===== config.mk =====
export PLATFORM = sky130hd
export DESIGN_NAME = utf8_to_utf16_units
export DESIGN_NICKNAME = d
export VERILOG_FILES = /design/src/hw/rtl/utu_pkg.sv /design/src/hw/rtl/utu_decode.sv /design/src/hw/rtl/utu_out_reg.sv /design/src/hw/rtl/utf8_to_utf16_units.sv
export SDC_FILE = /design/constraint.sdc
export NUM_CORES = 1
export LEC_CHECK = 0
export ABC_AREA = 0
export BUFFER_PORTS_ARGS = -buffer_cell sky130_fd_sc_hd__buf_2
export CORE_MARGIN = 2
export CORE_UTILIZATION = 55
export CTS_CLUSTER_SIZE = 30
export DETAILED_ROUTE_END_ITERATION = 8
export MAX_ROUTING_LAYER = met4
export PLACE_DENSITY = 0.78
export SLEW_MARGIN = 20
export SYNTH_ARGS = -nofsm -noshare
export SYNTH_HDL_FRONTEND = slang
export SYNTH_SLANG_ARGS = --single-unit

===== constraint.sdc =====
create_clock -name clk -period 2.2 [get_ports clk]
set_input_delay 0.44 -clock clk [delete_from_list [all_inputs] [get_ports clk]]
set_output_delay 0.44 -clock clk [all_outputs]
set_load 0.1 [all_outputs]

===== src/hw/rtl/utu_pkg.sv =====
// Shared types and constants for the UTF-8 to USB string unit decoder.
package utu_pkg;

    // Largest number of string units in one string.
    localparam logic [6:0] MAX_UNITS = 7'd127;

    typedef enum logic [1:0] {
        ST_OK        = 2'd0,
        ST_BAD_LEAD  = 2'd1,
        ST_TRUNCATED = 2'd2,
        ST_TOO_MANY  = 2'd3
    } status_t;

    typedef struct packed {
        logic [15:0] code_unit;
        logic [6:0]  unit_index;
        status_t     status;
        logic        last;
    } result_t;

    // Decoder to result register: one result or none per stepped byte.
    typedef struct packed {
        logic    valid;
        result_t res;
    } dec_out_t;

endpackage


===== src/hw/rtl/utu_decode.sv =====
// Byte decoder: continuation count, code point accumulator and unit counter.
module utu_decode
    import utu_pkg::*;
(
    input  logic       clk,
    input  logic       rst_n,
    input  logic       step,
    input  logic [7:0] byte_in,
    input  logic       end_of_string,
    output dec_out_t   dec_out
);

    logic [1:0]  pend_reg;
    logic [1:0]  pend_next;
    // Only the low 16 bits of a code point are ever shown, so keep just those.
    logic [15:0] acc_reg;
    logic [15:0] acc_next;
    logic [6:0]  count_reg;
    logic [6:0]  count_next;
    logic        complete;
    logic        bad_lead;

    always_comb
    begin
        pend_next  = pend_reg;
        acc_next   = acc_reg;
        count_next = count_reg;
        complete   = 1'b0;
        bad_lead   = 1'b0;
        dec_out    = '0;
        dec_out.res.unit_index = count_reg;
        dec_out.res.status     = ST_OK;

        if (pend_reg == 2'd0)
        begin
            priority if (!byte_in[7])
            begin
                acc_next = {8'd0, byte_in};
                complete = 1'b1;
            end
            else if (byte_in[7:5] == 3'b110)
            begin
                acc_next  = {11'd0, byte_in[4:0]};
                pend_next = 2'd1;
            end
            else if (byte_in[7:4] == 4'b1110)
            begin
                acc_next  = {12'd0, byte_in[3:0]};
                pend_next = 2'd2;
            end
            else if (byte_in[7:3] == 5'b11110)
            begin
                acc_next  = {13'd0, byte_in[2:0]};
                pend_next = 2'd3;
            end
            else
            begin
                bad_lead = 1'b1;
            end
        end
        else
        begin
            acc_next  = {acc_reg[9:0], byte_in[5:0]};
            pend_next = pend_reg - 2'd1;
            complete  = (pend_reg == 2'd1);
        end

        priority if (bad_lead)
        begin
            dec_out.valid      = 1'b1;
            dec_out.res.status = ST_BAD_LEAD;
            dec_out.res.last   = 1'b1;
        end
        else if (!complete)
        begin
            if (end_of_string)
            begin
                dec_out.valid      = 1'b1;
                dec_out.res.status = ST_TRUNCATED;
                dec_out.res.last   = 1'b1;
            end
        end
        else if (count_reg >= MAX_UNITS)
        begin
            dec_out.valid      = 1'b1;
            dec_out.res.status = ST_TOO_MANY;
            dec_out.res.last   = 1'b1;
        end
        else
        begin
            dec_out.valid         = 1'b1;
            dec_out.res.code_unit = acc_next;
            dec_out.res.last      = end_of_string;
            count_next            = count_reg + 7'd1;
            acc_next              = '0;
        end

        // Any result with last set starts a fresh string.
        if (dec_out.valid && dec_out.res.last)
        begin
            pend_next  = '0;
            acc_next   = '0;
            count_next = '0;
        end
    end

    always_ff @(posedge clk or negedge rst_n)
    begin
        if (!rst_n)
        begin
            pend_reg  <= '0;
            acc_reg   <= '0;
            count_reg <= '0;
        end
        else if (step)
        begin
            pend_reg  <= pend_next;
            acc_reg   <= acc_next;
            count_reg <= count_next;
        end
    end

endmodule


===== src/hw/rtl/utu_out_reg.sv =====
// Result register between the decoder and the output stream.
module utu_out_reg
    import utu_pkg::*;
(
    input  logic     clk,
    input  logic     rst_n,
    input  logic     load,
    input  dec_out_t dec_out,
    output logic     load_ready,
    output logic     out_valid,
    input  logic     out_ready,
    output result_t  out_res
);

    logic    valid_reg;
    result_t res_reg;

    assign load_ready = !valid_reg || out_ready;
    assign out_valid  = valid_reg;
    assign out_res    = res_reg;

    always_ff @(posedge clk or negedge rst_n)
    begin
        if (!rst_n)
        begin
            valid_reg <= 1'b0;
        end
        else if (load && dec_out.valid)
        begin
            valid_reg <= 1'b1;
        end
        else if (out_ready)
        begin
            valid_reg <= 1'b0;
        end
    end

    always_ff @(posedge clk)
    begin
        if (load && dec_out.valid)
        begin
            res_reg <= dec_out.res;
        end
    end

endmodule


===== src/hw/rtl/utf8_to_utf16_units.sv =====
// Top level of the UTF-8 to USB string unit decoder.
//
// Feed the UTF-8 bytes of a string one per beat on s_axis, with tlast on the
// final byte. For each completed 1 to 4 byte character the block returns one
// beat on m_axis. The beat carries the low 16 bits of the code point (4-byte
// characters are truncated) and the unit's index within the string. The
// descriptor byte offset is twice the index. Continuation bytes are not
// checked, only their low six bits are used. m_axis_tuser carries the status.
// Errors come back as a single beat with tlast set and a zero code unit:
// status 1 for a bad lead byte, 2 for a string that ends inside a character,
// 3 for more than 127 units. After any beat with tlast the next byte starts a
// new string. Throughput is one byte per clock while results are taken. An
// accepted byte sits in the input register until the decoder steps. The
// decoder then writes its result into the result register, which drives
// m_axis. While a result waits to be taken the decoder holds. The input
// register takes one more byte, then s_axis_tready drops until the result
// beat goes out. s_axis_tready follows m_axis_tready combinationally.
module utf8_to_utf16_units
    import utu_pkg::*;
(
    input  logic        clk,
    input  logic        rst_n,
    input  logic        s_axis_tvalid,
    output logic        s_axis_tready,
    input  logic [7:0]  s_axis_tdata,   // [7:0] byte_in
    input  logic        s_axis_tlast,   // end_of_string
    output logic        m_axis_tvalid,
    input  logic        m_axis_tready,
    output logic [23:0] m_axis_tdata,   // [15:0] code_unit, [22:16] unit_index,
                                        // [23] zero
    output logic [1:0]  m_axis_tuser,   // [1:0] status
    output logic        m_axis_tlast    // last
);

    logic       in_valid_reg;
    logic [7:0] in_byte_reg;
    logic       in_eos_reg;
    logic       advance;
    logic       load_ready;
    dec_out_t   dec_out;
    result_t    out_res;

    // Step the decoder whenever a byte is held and the result register can
    // take whatever it produces.
    assign advance       = in_valid_reg && load_ready;
    assign s_axis_tready = !in_valid_reg || advance;

    always_ff @(posedge clk or negedge rst_n)
    begin
        if (!rst_n)
        begin
            in_valid_reg <= 1'b0;
        end
        else if (s_axis_tready)
        begin
            in_valid_reg <= s_axis_tvalid;
        end
    end

    // Hold the byte until the decoder steps.
    always_ff @(posedge clk)
    begin
        if (s_axis_tready && s_axis_tvalid)
        begin
            in_byte_reg <= s_axis_tdata;
            in_eos_reg  <= s_axis_tlast;
        end
    end

    utu_decode u_decode (
        .clk           (clk),
        .rst_n         (rst_n),
        .step          (advance),
        .byte_in       (in_byte_reg),
        .end_of_string (in_eos_reg),
        .dec_out       (dec_out)
    );

    utu_out_reg u_out_reg (
        .clk        (clk),
        .rst_n      (rst_n),
        .load       (advance),
        .dec_out    (dec_out),
        .load_ready (load_ready),
        .out_valid  (m_axis_tvalid),
        .out_ready  (m_axis_tready),
        .out_res    (out_res)
    );

    assign m_axis_tdata = {1'b0, out_res.unit_index, out_res.code_unit};
    assign m_axis_tuser = out_res.status;
    assign m_axis_tlast = out_res.last;

endmodule


After elaboration in Yosys (flattened, before gate mapping) --
Index checks and enable logic that the tools add are counted.
Cells by class: eq/ne operators 8, add/subtract/negate cells 2, magnitude comparators 1, mux-type cells 36, bitwise gates (word level) 1, reductions and logical operators 14
Operators with widths (number):
- $mux W16 | 9
- $mux W7 | 4
- $mux W1 | 14
- $mux W2 | 7
- $add A7 B1 Y7 const B | 1
- $ge A7 B7 Y1 const B | 1
- $mux W3 | 2
- $eq A5 B5 Y1 const B | 1
- $ne A5 B5 Y1 const B | 1
- $eq A4 B4 Y1 const B | 1
- $logic_and A1 B1 Y1 | 4
- $ne A2 B2 Y1 const B | 2
- $reduce_and A4 Y1 | 1
- $reduce_bool A2 Y1 | 2
- $eq A3 B3 Y1 const B | 1
- $ne A3 B3 Y1 const B | 1
- $reduce_and A3 Y1 | 1
- $reduce_or A3 Y1 | 1
- $eq A2 B1 Y1 const B | 1
- $logic_not A1 Y1 | 2
- $logic_not A2 Y1 | 1
- $logic_or A1 B1 Y1 | 2
- $sub A2 B1 Y2 const B | 1
- $not A1 Y1 | 1
Word-level totals: output and inout bits 29, register bits 62, word-level logic and storage cells 73

Depth between registers and ports, before layout --
Gate-level depths: netlist of run 1.
depth in word-level cells 10, gate-level depth with buffers 6, depth with buffers taken out 6

Cells and area by module --
A second synthesis of run 1 with hierarchy kept.
Unflattened totals: cell total of the unflattened synthesis 205, area, all modules 2582.5 µm²
By module, submodules not included:
- utu_decode | times used 1, area each 1407.6 µm², cells an instance 158
- utu_out_reg | times used 1, area each 833.3 µm², cells an instance 31
- utf8_to_utf16_units | times used 1, area each 341.6 µm², cells an instance 16

Worst setup path before layout of run 1 --
OpenSTA, ideal clock, no wires.
path kind register to register, start point register u_out_reg.valid_reg (netlist: u_out_reg.out_valid), end point register in_byte_reg[0] (enable), setup slack -0.571 ns, cell stages (with the launch flop) 3, arrival 2.485 ns, setup time 0.287 ns, cells stage by stage dfrtp_1 nand3b_1 and2_1
Between the ends: word-level cells in the longest chain between the ends 5
Ends and longest elaborated chain:
- start, declared | line utu_out_reg.sv:15 | logic valid_reg;
- start signal, assigned | line utu_out_reg.sv:26 | valid_reg <= 1'b0;
- start signal, assigned | line utu_out_reg.sv:30 | valid_reg <= 1'b1;
- start signal, assigned | line utu_out_reg.sv:34 | valid_reg <= 1'b0;
- $logic_not A1 Y1 | line utu_out_reg.sv:18 | assign load_ready = !valid_reg || out_ready;
- $logic_or A1 B1 Y1 | line utu_out_reg.sv:18
- $logic_and A1 B1 Y1 | line utf8_to_utf16_units.sv:45 | assign advance = in_valid_reg && load_ready;
- $logic_or A1 B1 Y1 | line utf8_to_utf16_units.sv:46 | assign s_axis_tready = !in_valid_reg || advance;
- via s_axis_tready | line utf8_to_utf16_units.sv:24 | output logic s_axis_tready,
- $logic_and A1 B1 Y1 | line utf8_to_utf16_units.sv:63 | if (s_axis_tready && s_axis_tvalid)
- end signal, assigned | line utf8_to_utf16_units.sv:65 | in_byte_reg <= s_axis_tdata;
- end, declared | line utf8_to_utf16_units.sv:36 | logic [7:0] in_byte_reg;
The timed path passes the listed nets, and every way through them passes these cells. A chain may end at the register's enable or synchronous reset.

Final worst setup path of run 1 --
start point register u_decode.count_reg[0], end point register u_decode.count_reg[4]
Between the ends: word-level cells in the longest chain between the ends 7, elaborated cells on any way between the ends 14, those cells by class add/sub: 1; order compare: 1; eq/ne: 2; mux: 7; reduce/logical: 3
Ends and longest elaborated chain:
- start, declared | line utu_decode.sv:18 | logic [6:0] count_reg;
- start signal, assigned | line utu_decode.sv:119 | count_reg <= count_next;
- $ge A7 B7 Y1 | line utu_decode.sv:83 | else if (count_reg >= MAX_UNITS)
- $mux W1 | line utu_decode.sv:83
- $mux W3 | line utu_decode.sv:74 | else if (!complete)
- $mux W1 | line utu_decode.sv:68 | priority if (bad_lead)
- $logic_and A1 B1 Y1 | line utu_decode.sv:99 | if (dec_out.valid && dec_out.res.last)
- $ne A2 B2 Y1 (no source line) or $reduce_bool A2 Y1 (tied branches)
- $reduce_and A4 Y1 (no source line)
Parallel ways exist; a longest one is shown, timed or not. The select of a mux whose other input is x is not followed.

==> results.cfg, run 1 <==
[synth]
synthesis.area_um2 = 2440
synth.top_cell.area_share = 0.431
synth_area_leaders = edfxtp_1 (43%), dfrtp_1 (22%), nand2_1 (4.5%)
synthesis.yosys.warnings = 0
post_synth_inst_count = 191
synth-edff-count = 35
synth_largest_area_cell = edfxtp_1
async_reset_ff_frac = 0.375
synth_seq_cells = 56
synthDistinctLibCells = 47
yosysSeqAreaShare = 0.646
postSynthAreaPerCell_um2 = 12.8
syn-num-nets = 205
synth-main-ff-cell = edfxtp_1

[global_routing]
groute.layer.met2.usage = 0.296
busiest_layer = met2
grt_max_degree = 27
globalRouteTotalUtil = 0.188
first_global_vias = 1518
antenna_violations_before_repair = 0
grt_pass1_wl_mm = 7.11
overflow = 0
gr-usage-met1 = 0.250
met3_usage = 0.0413

[final_layout]
finish.instance_area_um2 = 2780
layout_commonest_cell = buf_2
largest_register_ff_count = 26
final_cell_count_no_fill = 285
multi_input_comb_area_um2 = 782
finish.net_count = 246
layout.area.seq_um2 = 1580
post_route_cells_drive_above_1_share = 0.288
num-fill-cells = 355
antenna_diode_count = 0
fin_util = 0.642
most-common-layout-cells = buf_2 (40), edfxtp_1 (35), nand2_1 (29)
synthToLayoutAreaGrowth_pct = 13.8

[clock_network]
clock_insertion_delay_worst_skew_ns = 0.31
post_cts_buffers = 0
worst_setup_hold_path_clk_slew_ns = 0.09
cts_repair_resize_count = 0
cts_buffers = 5
cts_hold_buffers_added = 0
cts_tree = built
clock-root-buffer = clkbuf_8
ctsHtreeMaxLevel = 2
cts-root-to-sink-buffers = 2
clock-sinks = 56

[setup_path]
crit_arrival_ns = 2.18
worst_setup_path_start_kind = flip-flop
worst-path-buf-inv = 0
endpoint_kind = flip-flop
crit_path_max_fanout = 9
top_cell_family_by_delay_on_the_critical_path = compound AO/OA/AOI/OAI gates
slowest_delay_ns = 0.47
crit-reg2reg-launch = u_decode.count_reg[0]
worstSetupPathType = reg -> reg
crit_slowest_cell = dfrtp_1
crit_required_ns = 2.42
worst_setup_path_start = u_decode.count_reg[0]
timing.critical_path.cells = ha_1, a21oi_2, o311a_4, nor3b_4, nand4_1, mux2i_1

[drt]
final_antenna_net_count = 0
routed-via-count = 1624
drt-pass1-iter-count = 4
route.final.wire_length_mm = 4.29
drcViolationCount = 0
drt-initial-drc-count = 150
viasPerCell = 5.70
detail_route.wl_per_cell_um = 15.0

[placement]
port_buffers = 40
pre_cts_slack_ns = 0.256
post-dp-hpwl_mm = 3.07
gp_routability_congestion = 0.873
dpl_cell_area_um2 = 2690
place.detailed.instances = 277

[timing]
setup_viol_count_final = 0
rsz0062_at_grt = no
timing.fmax_ghz = 0.510
timing.setup.tns_ns = 0
final.period_utilization = 0.891
final_critical_period_ns = 1.96
setup_ws_final_ns = 0.240
final_hold_viol_count = 0
final_hold_slack_ns = 0.0804
final-max-slew-violation-count = 0
relative_slew_slack = 0.575
final.setup_skew_ns = 0.00820
timing_worst_slew_pin_value_ns = 0.634

[die]
ioPinCount = 42
row_count = 24
initial_cell_density_of_the_core = 0.564
area_of_the_placeable_core_um2 = 4320
die_h_um = 70.6
die_width_um = 70.6
design.die.area_um2 = 4990

[power]
p_leak_nw = 1.13
power.density_cell_area_nw_per_um2 = 1050
worst_voltage_drop_across_the_vdd_grid_uv = 624
total_power_consumption_of_the_routed_design_mw = 2.91

[min_path]
hp_class = in -> async

[run_status]
run_status = complete, no violations

[run]
cap_viol_max_count = 0
[power breakdown]
part	switching, mW	total [mW]	internal [mW]
combinational	0.812	0.992	0.180
clock	0.314	0.541	0.227
sequential	0.0932	1.37	1.28
total	1.22	2.91	1.69
[worst reg2reg max path: cells and delay by family, from the launching register on]
family / cells / cell delay [ns]
AOI/OAI and AO/OA: 2 / 0.53
DFF: 1 / 0.47
muxes: 1 / 0.19
and+or+nand+nor: 2 / 0.38
adders and majority gates: 1 / 0.31
[cell type report]
cell class	count	share of cell area
well taps	52	0.0234
clock buffers	6	0.0261
inverters	8	0.0108
clock inverters	2	0.00586
flip-flops and latches	56	0.569
multi-input cells	117	0.282
repair buffers	44	0.0829
[metal layers]
layer | vias up | part of all wire
li1 | 783 | -
met1 | 793 | 0.44
met2 | 42 | 0.49
met3 | 6 | 0.050
met4 | 0 | 0.015
met5 | - | 0
[path summary, 6_finish.rpt]
kind | endpoint | slack (ns) | cells after the start
max in group asynchronous | u_out_reg.out_valid | 1.76 | 1
min in group clk | in_byte_reg[7] | 0.31 | 1
hold / removal | u_decode.acc_reg[8] | 0.08 | 1
hold reg to reg | u_out_reg.out_res[9] | 0.49 | 0
setup / recovery | u_decode.count_reg[4] | 0.24 | 6
setup reg to reg | u_decode.count_reg[4] | 0.24 | 6
[synthesized netlist by cell type (all sizes together), types with 3 or more instances]
cell type / instances
a22o: 7
nor4: 9
clkbuf: 4
dfrtp: 21
nor2: 6
nor2b: 3
buf: 6
nand2: 29
inv: 8
nand3: 6
edfxtp: 35
o21ai: 11
and2: 8
a21oi: 6
[kinds of logic after synthesis]
| kind of cell | count (synthesis) | share of synthesized area |
|---|---|---|
| compound gates | 39 | 0.133 |
| other cells | 1 | 0.00154 |
| mux | 2 | 0.00821 |
| fa+ha+maj | 1 | 0.00513 |
| simple gates | 74 | 0.171 |
| flops | 56 | 0.646 |
| buf+inv | 18 | 0.0344 |
(Power assumes the default switching activity.)
==> run 2, diff against run 1 <==
--- a/config.mk
+++ b/config.mk
@@ -7,12 +7,13 @@
 export LEC_CHECK = 0
 export ABC_AREA = 0
 export BUFFER_PORTS_ARGS = -buffer_cell sky130_fd_sc_hd__buf_2
+export CORE_ASPECT_RATIO = 1.25
 export CORE_MARGIN = 2
 export CORE_UTILIZATION = 55
 export CTS_CLUSTER_SIZE = 30
 export DETAILED_ROUTE_END_ITERATION = 8
 export MAX_ROUTING_LAYER = met4
-export PLACE_DENSITY = 0.78
+export PLACE_DENSITY_LB_ADDON = 0.2
 export SLEW_MARGIN = 20
 export SYNTH_ARGS = -nofsm -noshare
 export SYNTH_HDL_FRONTEND = slang
==> results.cfg, run 2 (synthesis gave the netlist of run 1 again) <==
[global_routing]
globalRouteTotalUtil = 0.182
grt_pass1_wl_mm = 6.80
grt_max_degree = 25
first_global_vias = 1443
antenna_violations_before_repair = 0
overflow = 0

[power]
swShare = 0.413
internal_power_mw = 1.71
combinationalPowerShare = 0.340
power.density_cell_area_nw_per_um2 = 1050
power.switching_mw = 1.20
clockPowerShare = 0.190
worst_voltage_drop_across_the_vdd_grid_uv = 636
pwr-share-seq = 0.470
p_leak_nw = 1.14

[timing]
timing.fmax_ghz = 0.500
final_critical_period_ns = 2.00
timing.setup.tns_ns = 0
rsz0062_at_grt = no
relative_slew_slack = 0.601
setup_viol_count_final = 0
timing_worst_slew_pin_value_ns = 0.595
final.setup_skew_ns = 0.00937
final-max-slew-violation-count = 0
final_hold_viol_count = 0
final.period_utilization = 0.909

[drt]
final_antenna_net_count = 0
viasPerCell = 5.43
drt-pass1-iter-count = 5
route.final.wire_length_mm = 4.15
drcViolationCount = 0
drt-initial-drc-count = 74
routed-via-count = 1580
detail_route.wl_per_cell_um = 14.3

[die]
design.die.area_um2 = 4990
die_h_um = 78.5
initial_cell_density_of_the_core = 0.564
row_count = 27
die_width_um = 63.6
ioPinCount = 42
area_of_the_placeable_core_um2 = 4320

[final_layout]
antenna_diode_count = 0
final_cell_count_no_fill = 291
synthToLayoutAreaGrowth_pct = 14.3
most-common-layout-cells = buf_2 (40), edfxtp_1 (35), nand2_1 (29)
largest_register_ff_count = 26
finish.instance_area_um2 = 2790
layout_commonest_cell = buf_2
num-fill-cells = 365
finish.net_count = 246
post_route_cells_drive_above_1_share = 0.292

[run_status]
run_status = complete, no violations

[setup_path]
timing.critical_path.cells = nor2b_4, nand3_2, o2111ai_4, inv_1, buf_4
worstSetupPathType = reg -> reg
worst-path-buf-inv = 2
slowest_delay_ns = 0.49
crit_required_ns = 2.23
crit_path_max_fanout = 24
worst_setup_path_start_kind = flip-flop
crit_arrival_ns = 2.03
top_cell_family_by_delay_on_the_critical_path = flip-flops
endpoint_kind = flip-flop
crit_slowest_cell = dfrtp_1

[clock_network]
cts_buffers = 5
post_cts_buffers = 0
worst_setup_hold_path_clk_slew_ns = 0.09
cts_repair_resize_count = 0
ctsHtreeMaxLevel = 2
cts-root-to-sink-buffers = 2
cts_tree = built
clock_insertion_delay_worst_skew_ns = 0.30
clock-sinks = 56
cts_hold_buffers_added = 0
clock-root-buffer = clkbuf_8

[placement]
gp_routability_congestion = 0.864
place.detailed.instances = 283
port_buffers = 40
dpl_cell_area_um2 = 2700
post-dp-hpwl_mm = 3.03

[min_path]
hp_class = in -> async

[run]
cap_viol_max_count = 0
run 2: changes by cell type in the layout (fill, tap and decap cells not counted):
cell        change
clkbuf_1        -1
clkbuf_8        +1
clkinv_2        +2
clkinv_4        -1
clkinvlp_4      -1
run 2: worst paths after layout:
path	start	to	slack [ns]	cells after the start
max	u_decode.pend_reg[0]	u_out_reg.out_res[0]	0.20	5
min	rst_n	u_decode.count_reg[3]	0.09	1
max reg2reg	u_decode.pend_reg[0]	u_out_reg.out_res[0]	0.20	5
max in group asynchronous	rst_n	u_out_reg.out_valid	1.75	1
min in group clk	s_axis_tdata[1]	in_byte_reg[1]	0.31	1
min reg2reg	u_decode.acc_reg[9]	u_decode.acc_reg[9]	0.50	2
run 2: worst register-to-register path: stages (launching register included):
cell,delay [ns]
dfrtp_1,0.49
nor2b_4,0.29
nand3_2,0.19
o2111ai_4,0.35
inv_1,0.15
buf_4,0.25
run 2: per-layer routing:
layer  track usage  share of wire  vias up
li1              -              -      782
met1         0.231           0.43      726
met2         0.291           0.49       65
met3        0.0358          0.061        7
met4        0.0739          0.015        0
met5             -              0        -
run 2: power groups by stage:
stage          logic, mW  clock network [mW]  registers [mW]
6_report           0.990               0.554            1.37
5_1_grt             1.04               0.599            1.39
4_1_cts            0.995               0.565            1.37
3_5_place_dp       0.994                   0            1.39
3_3_place_gp       0.983                   0            1.39
2_1_floorplan      0.296                   0            1.93
run 2: area by class of cell:
class | count | area [um2] | share of cell area
flip-flops and latches | 56 | 1580 | 0.567
clock buffers | 6 | 82.6 | 0.0296
inverters | 8 | 30.0 | 0.0108
repair buffers | 44 | 230 | 0.0826
well taps | 58 | 72.6 | 0.0260
clock inverters | 2 | 10.0 | 0.00359
multi-input cells | 117 | 782 | 0.281
run 2: metrics by stage:
step	setup slack, ns	hold slack (ns)	utilization	total power, mW
6_report	0.200	0.0859	0.645	2.92
3_3_place_gp	0.326	0.419	0.623	2.37
4_1_cts	0.198	0.0930	0.645	2.93
5_1_grt	0.0411	0.119	0.645	3.03
3_5_place_dp	0.227	0.426	0.623	2.39
2_1_floorplan	0.0127	0.144	-	2.23
==> run 3, diff against run 2 <==
--- a/config.mk
+++ b/config.mk
@@ -14,7 +14,9 @@
 export DETAILED_ROUTE_END_ITERATION = 8
 export MAX_ROUTING_LAYER = met4
 export PLACE_DENSITY_LB_ADDON = 0.2
+export RECOVER_POWER = 50
 export SLEW_MARGIN = 20
 export SYNTH_ARGS = -nofsm -noshare
 export SYNTH_HDL_FRONTEND = slang
+export SYNTH_HIERARCHICAL = 1
 export SYNTH_SLANG_ARGS = --single-unit
==> results.cfg, run 3 <==
[timing]
setup_ws_final_ns = 0.247
final.period_utilization = 0.888
timing.setup.tns_ns = 0
timing.fmax_ghz = 0.512
setup_viol_count_final = 0
timing_worst_slew_pin_value_ns = 1.24
relative_slew_slack = 0.172
final_hold_viol_count = 0
final.setup_skew_ns = 0.00882
rsz0062_at_grt = no
final_critical_period_ns = 1.95
final-max-slew-violation-count = 0

[run]
cap_viol_max_count = 0

[synth]
synth.top_cell.area_share = 0.407
synth.most_common_cell = edfxtp_1
synthDistinctLibCells = 47
synth_area_leaders = edfxtp_1 (41%), dfrtp_1 (22%), a22o_1 (2.7%)
synth-edff-count = 35
async_reset_ff_frac = 0.397
post_synth_inst_count = 205
syn-num-nets = 219
synth_largest_area_cell = edfxtp_1
synthesis.area_um2 = 2580
yosys-top-cells-count = edfxtp_1 (35), dfrtp_1 (23), nand2_1 (17)
synth-main-ff-cell = edfxtp_1
yosysSeqAreaShare = 0.630
synthesis.yosys.warnings = 6
synth_seq_cells = 58
postSynthAreaPerCell_um2 = 12.6

[min_path]
hold_path_startpoint = s_axis_tdata[5]
hp_class = in -> reg

[final_layout]
layout.area.seq_um2 = 1630
layout_commonest_cell = edfxtp_1
synthToLayoutAreaGrowth_pct = 17.0
finish.net_count = 264
post_route_cells_drive_above_1_share = 0.235
most-common-layout-cells = edfxtp_1 (35), dfrtp_1 (23), buf_2 (17), nand2_1 (17)
num-fill-cells = 356
multi_input_comb_area_um2 = 837
antenna_diode_count = 0
largest_register_ff_count = 26

[setup_path]
crit_required_ns = 1.76
path_depth = 1
endpoint_kind = output port
worst_r2r_path_depth = 5
crit_arrival_ns = 1.51
timing.critical_path.cells = clkbuf_1
timing.reg2reg.setup_slack_ns = 0.32
crit-reg2reg-launch = in_byte_reg[7]
top_cell_family_by_delay_on_the_critical_path = buffers and inverters
critical_path.reg2reg.endpoint = u_decode/acc_reg[5]
worstSetupPathType = reg -> out
worst_setup_path_start_kind = flip-flop
timing.critical_path.to = m_axis_tdata[7]
crit_slowest_cell = clkbuf_1
slowest_delay_ns = 0.85
worst-path-buf-inv = 1
worst_setup_path_start = u_out_reg/out_res[17]
crit_path_max_fanout = 1

[clock_network]
cts_hold_buffers_added = 0
ctsHtreeMaxLevel = 3
clock_insertion_delay_worst_skew_ns = 0.34
clock-root-buffer = clkbuf_8
cts_tree = built
cts-root-to-sink-buffers = 2
worst_setup_hold_path_clk_slew_ns = 0.07
cts_buffers = 9
post_cts_buffers = 0
clock-sinks = 58
cts_repair_resize_count = 0

[global_routing]
grt_max_degree = 27
antenna_violations_before_repair = 0
first_global_vias = 1638
overflow = 0
grt_pass1_wl_mm = 7.94
globalRouteTotalUtil = 0.210

[power]
p_leak_nw = 1.23
power.density_cell_area_nw_per_um2 = 1190
worst_voltage_drop_across_the_vdd_grid_uv = 657

[die]
die_h_um = 80.6
area_of_the_placeable_core_um2 = 4460
design.die.area_um2 = 5260
die_width_um = 65.3
initial_cell_density_of_the_core = 0.579
row_count = 27
ioPinCount = 42

[drt]
drcViolationCount = 0
viasPerCell = 5.65
routed-via-count = 1769
detail_route.wl_per_cell_um = 14.7
route.final.wire_length_mm = 4.61
drt-pass1-iter-count = 4
final_antenna_net_count = 0
drt-initial-drc-count = 168

[placement]
post-dp-hpwl_mm = 3.27
port_buffers = 40
pre_cts_slack_ns = 0.337
gp_routability_congestion = 0.929

[run_status]
run_status = complete, no violations
==> run 3: kinds of logic (layout without fill, tap and decap cells) <==
family                   Yosys count  count (layout)  share of synthesized area
AO/OA/AOI/OAI                     50              50                      0.160
adder cells (fa/ha/maj)            1               1                    0.00484
buffers and inverters             21              71                     0.0402
flip-flops                        58              58                      0.630
multiplexers                       1               1                    0.00388
other                              1               1                    0.00145
AND/OR/NAND/NOR                   73              73                      0.159
==> run 3: stage by stage <==
step	utilization	power [mW]	instances	area (um2)	hold slack (ns)
2_1_floorplan	-	2.39	205	2580	0.144
3_3_place_gp	0.635	2.57	297	2830	0.442
3_5_place_dp	0.635	2.58	297	2830	0.449
4_1_cts	0.684	3.64	313	3050	0.0869
5_1_grt	0.677	3.76	313	3020	0.263
6_report	0.677	3.60	313	3020	0.273
==> run 3: worst min-delay path by stage <==
stage	endpoint	slack (ns)	depth (start not counted)
4_1_cts	u_out_reg/out_valid	0.09	1
2_1_floorplan	in_valid_reg	0.14	0
6_report	in_byte_reg[5]	0.27	1
5_1_grt	in_byte_reg[5]	0.26	1
3_5_place_dp	u_out_reg/out_valid	0.45	1
3_3_place_gp	in_valid_reg	0.44	1
==> run 3: layer usage <==
metal	track usage	wire (um)	part of all wire	up-vias
li1	-	-	-	864
met1	0.286	2030	0.44	822
met2	0.300	2150	0.47	76
met3	0.0588	369	0.080	7
met4	0.0813	59	0.013	0
met5	-	0	0	-
==> run 3: power by group <==
| part | switching, mW | internal [mW] | total [mW] | leakage (nW) |
|---|---|---|---|---|
| Clock | 0.396 | 0.664 | 1.06 | 0.109 |
| Combinational | 0.867 | 0.190 | 1.06 | 0.472 |
| Sequential | 0.133 | 1.35 | 1.49 | 0.653 |
==> run 3: layout make-up <==
type,instances,share of cell area
inverters,12,0.0149
clock buffers,11,0.0468
multi-input cells,126,0.277
flip-flops and latches,58,0.539
well taps,58,0.0240
repair buffers,43,0.0729
clock inverters,5,0.0257
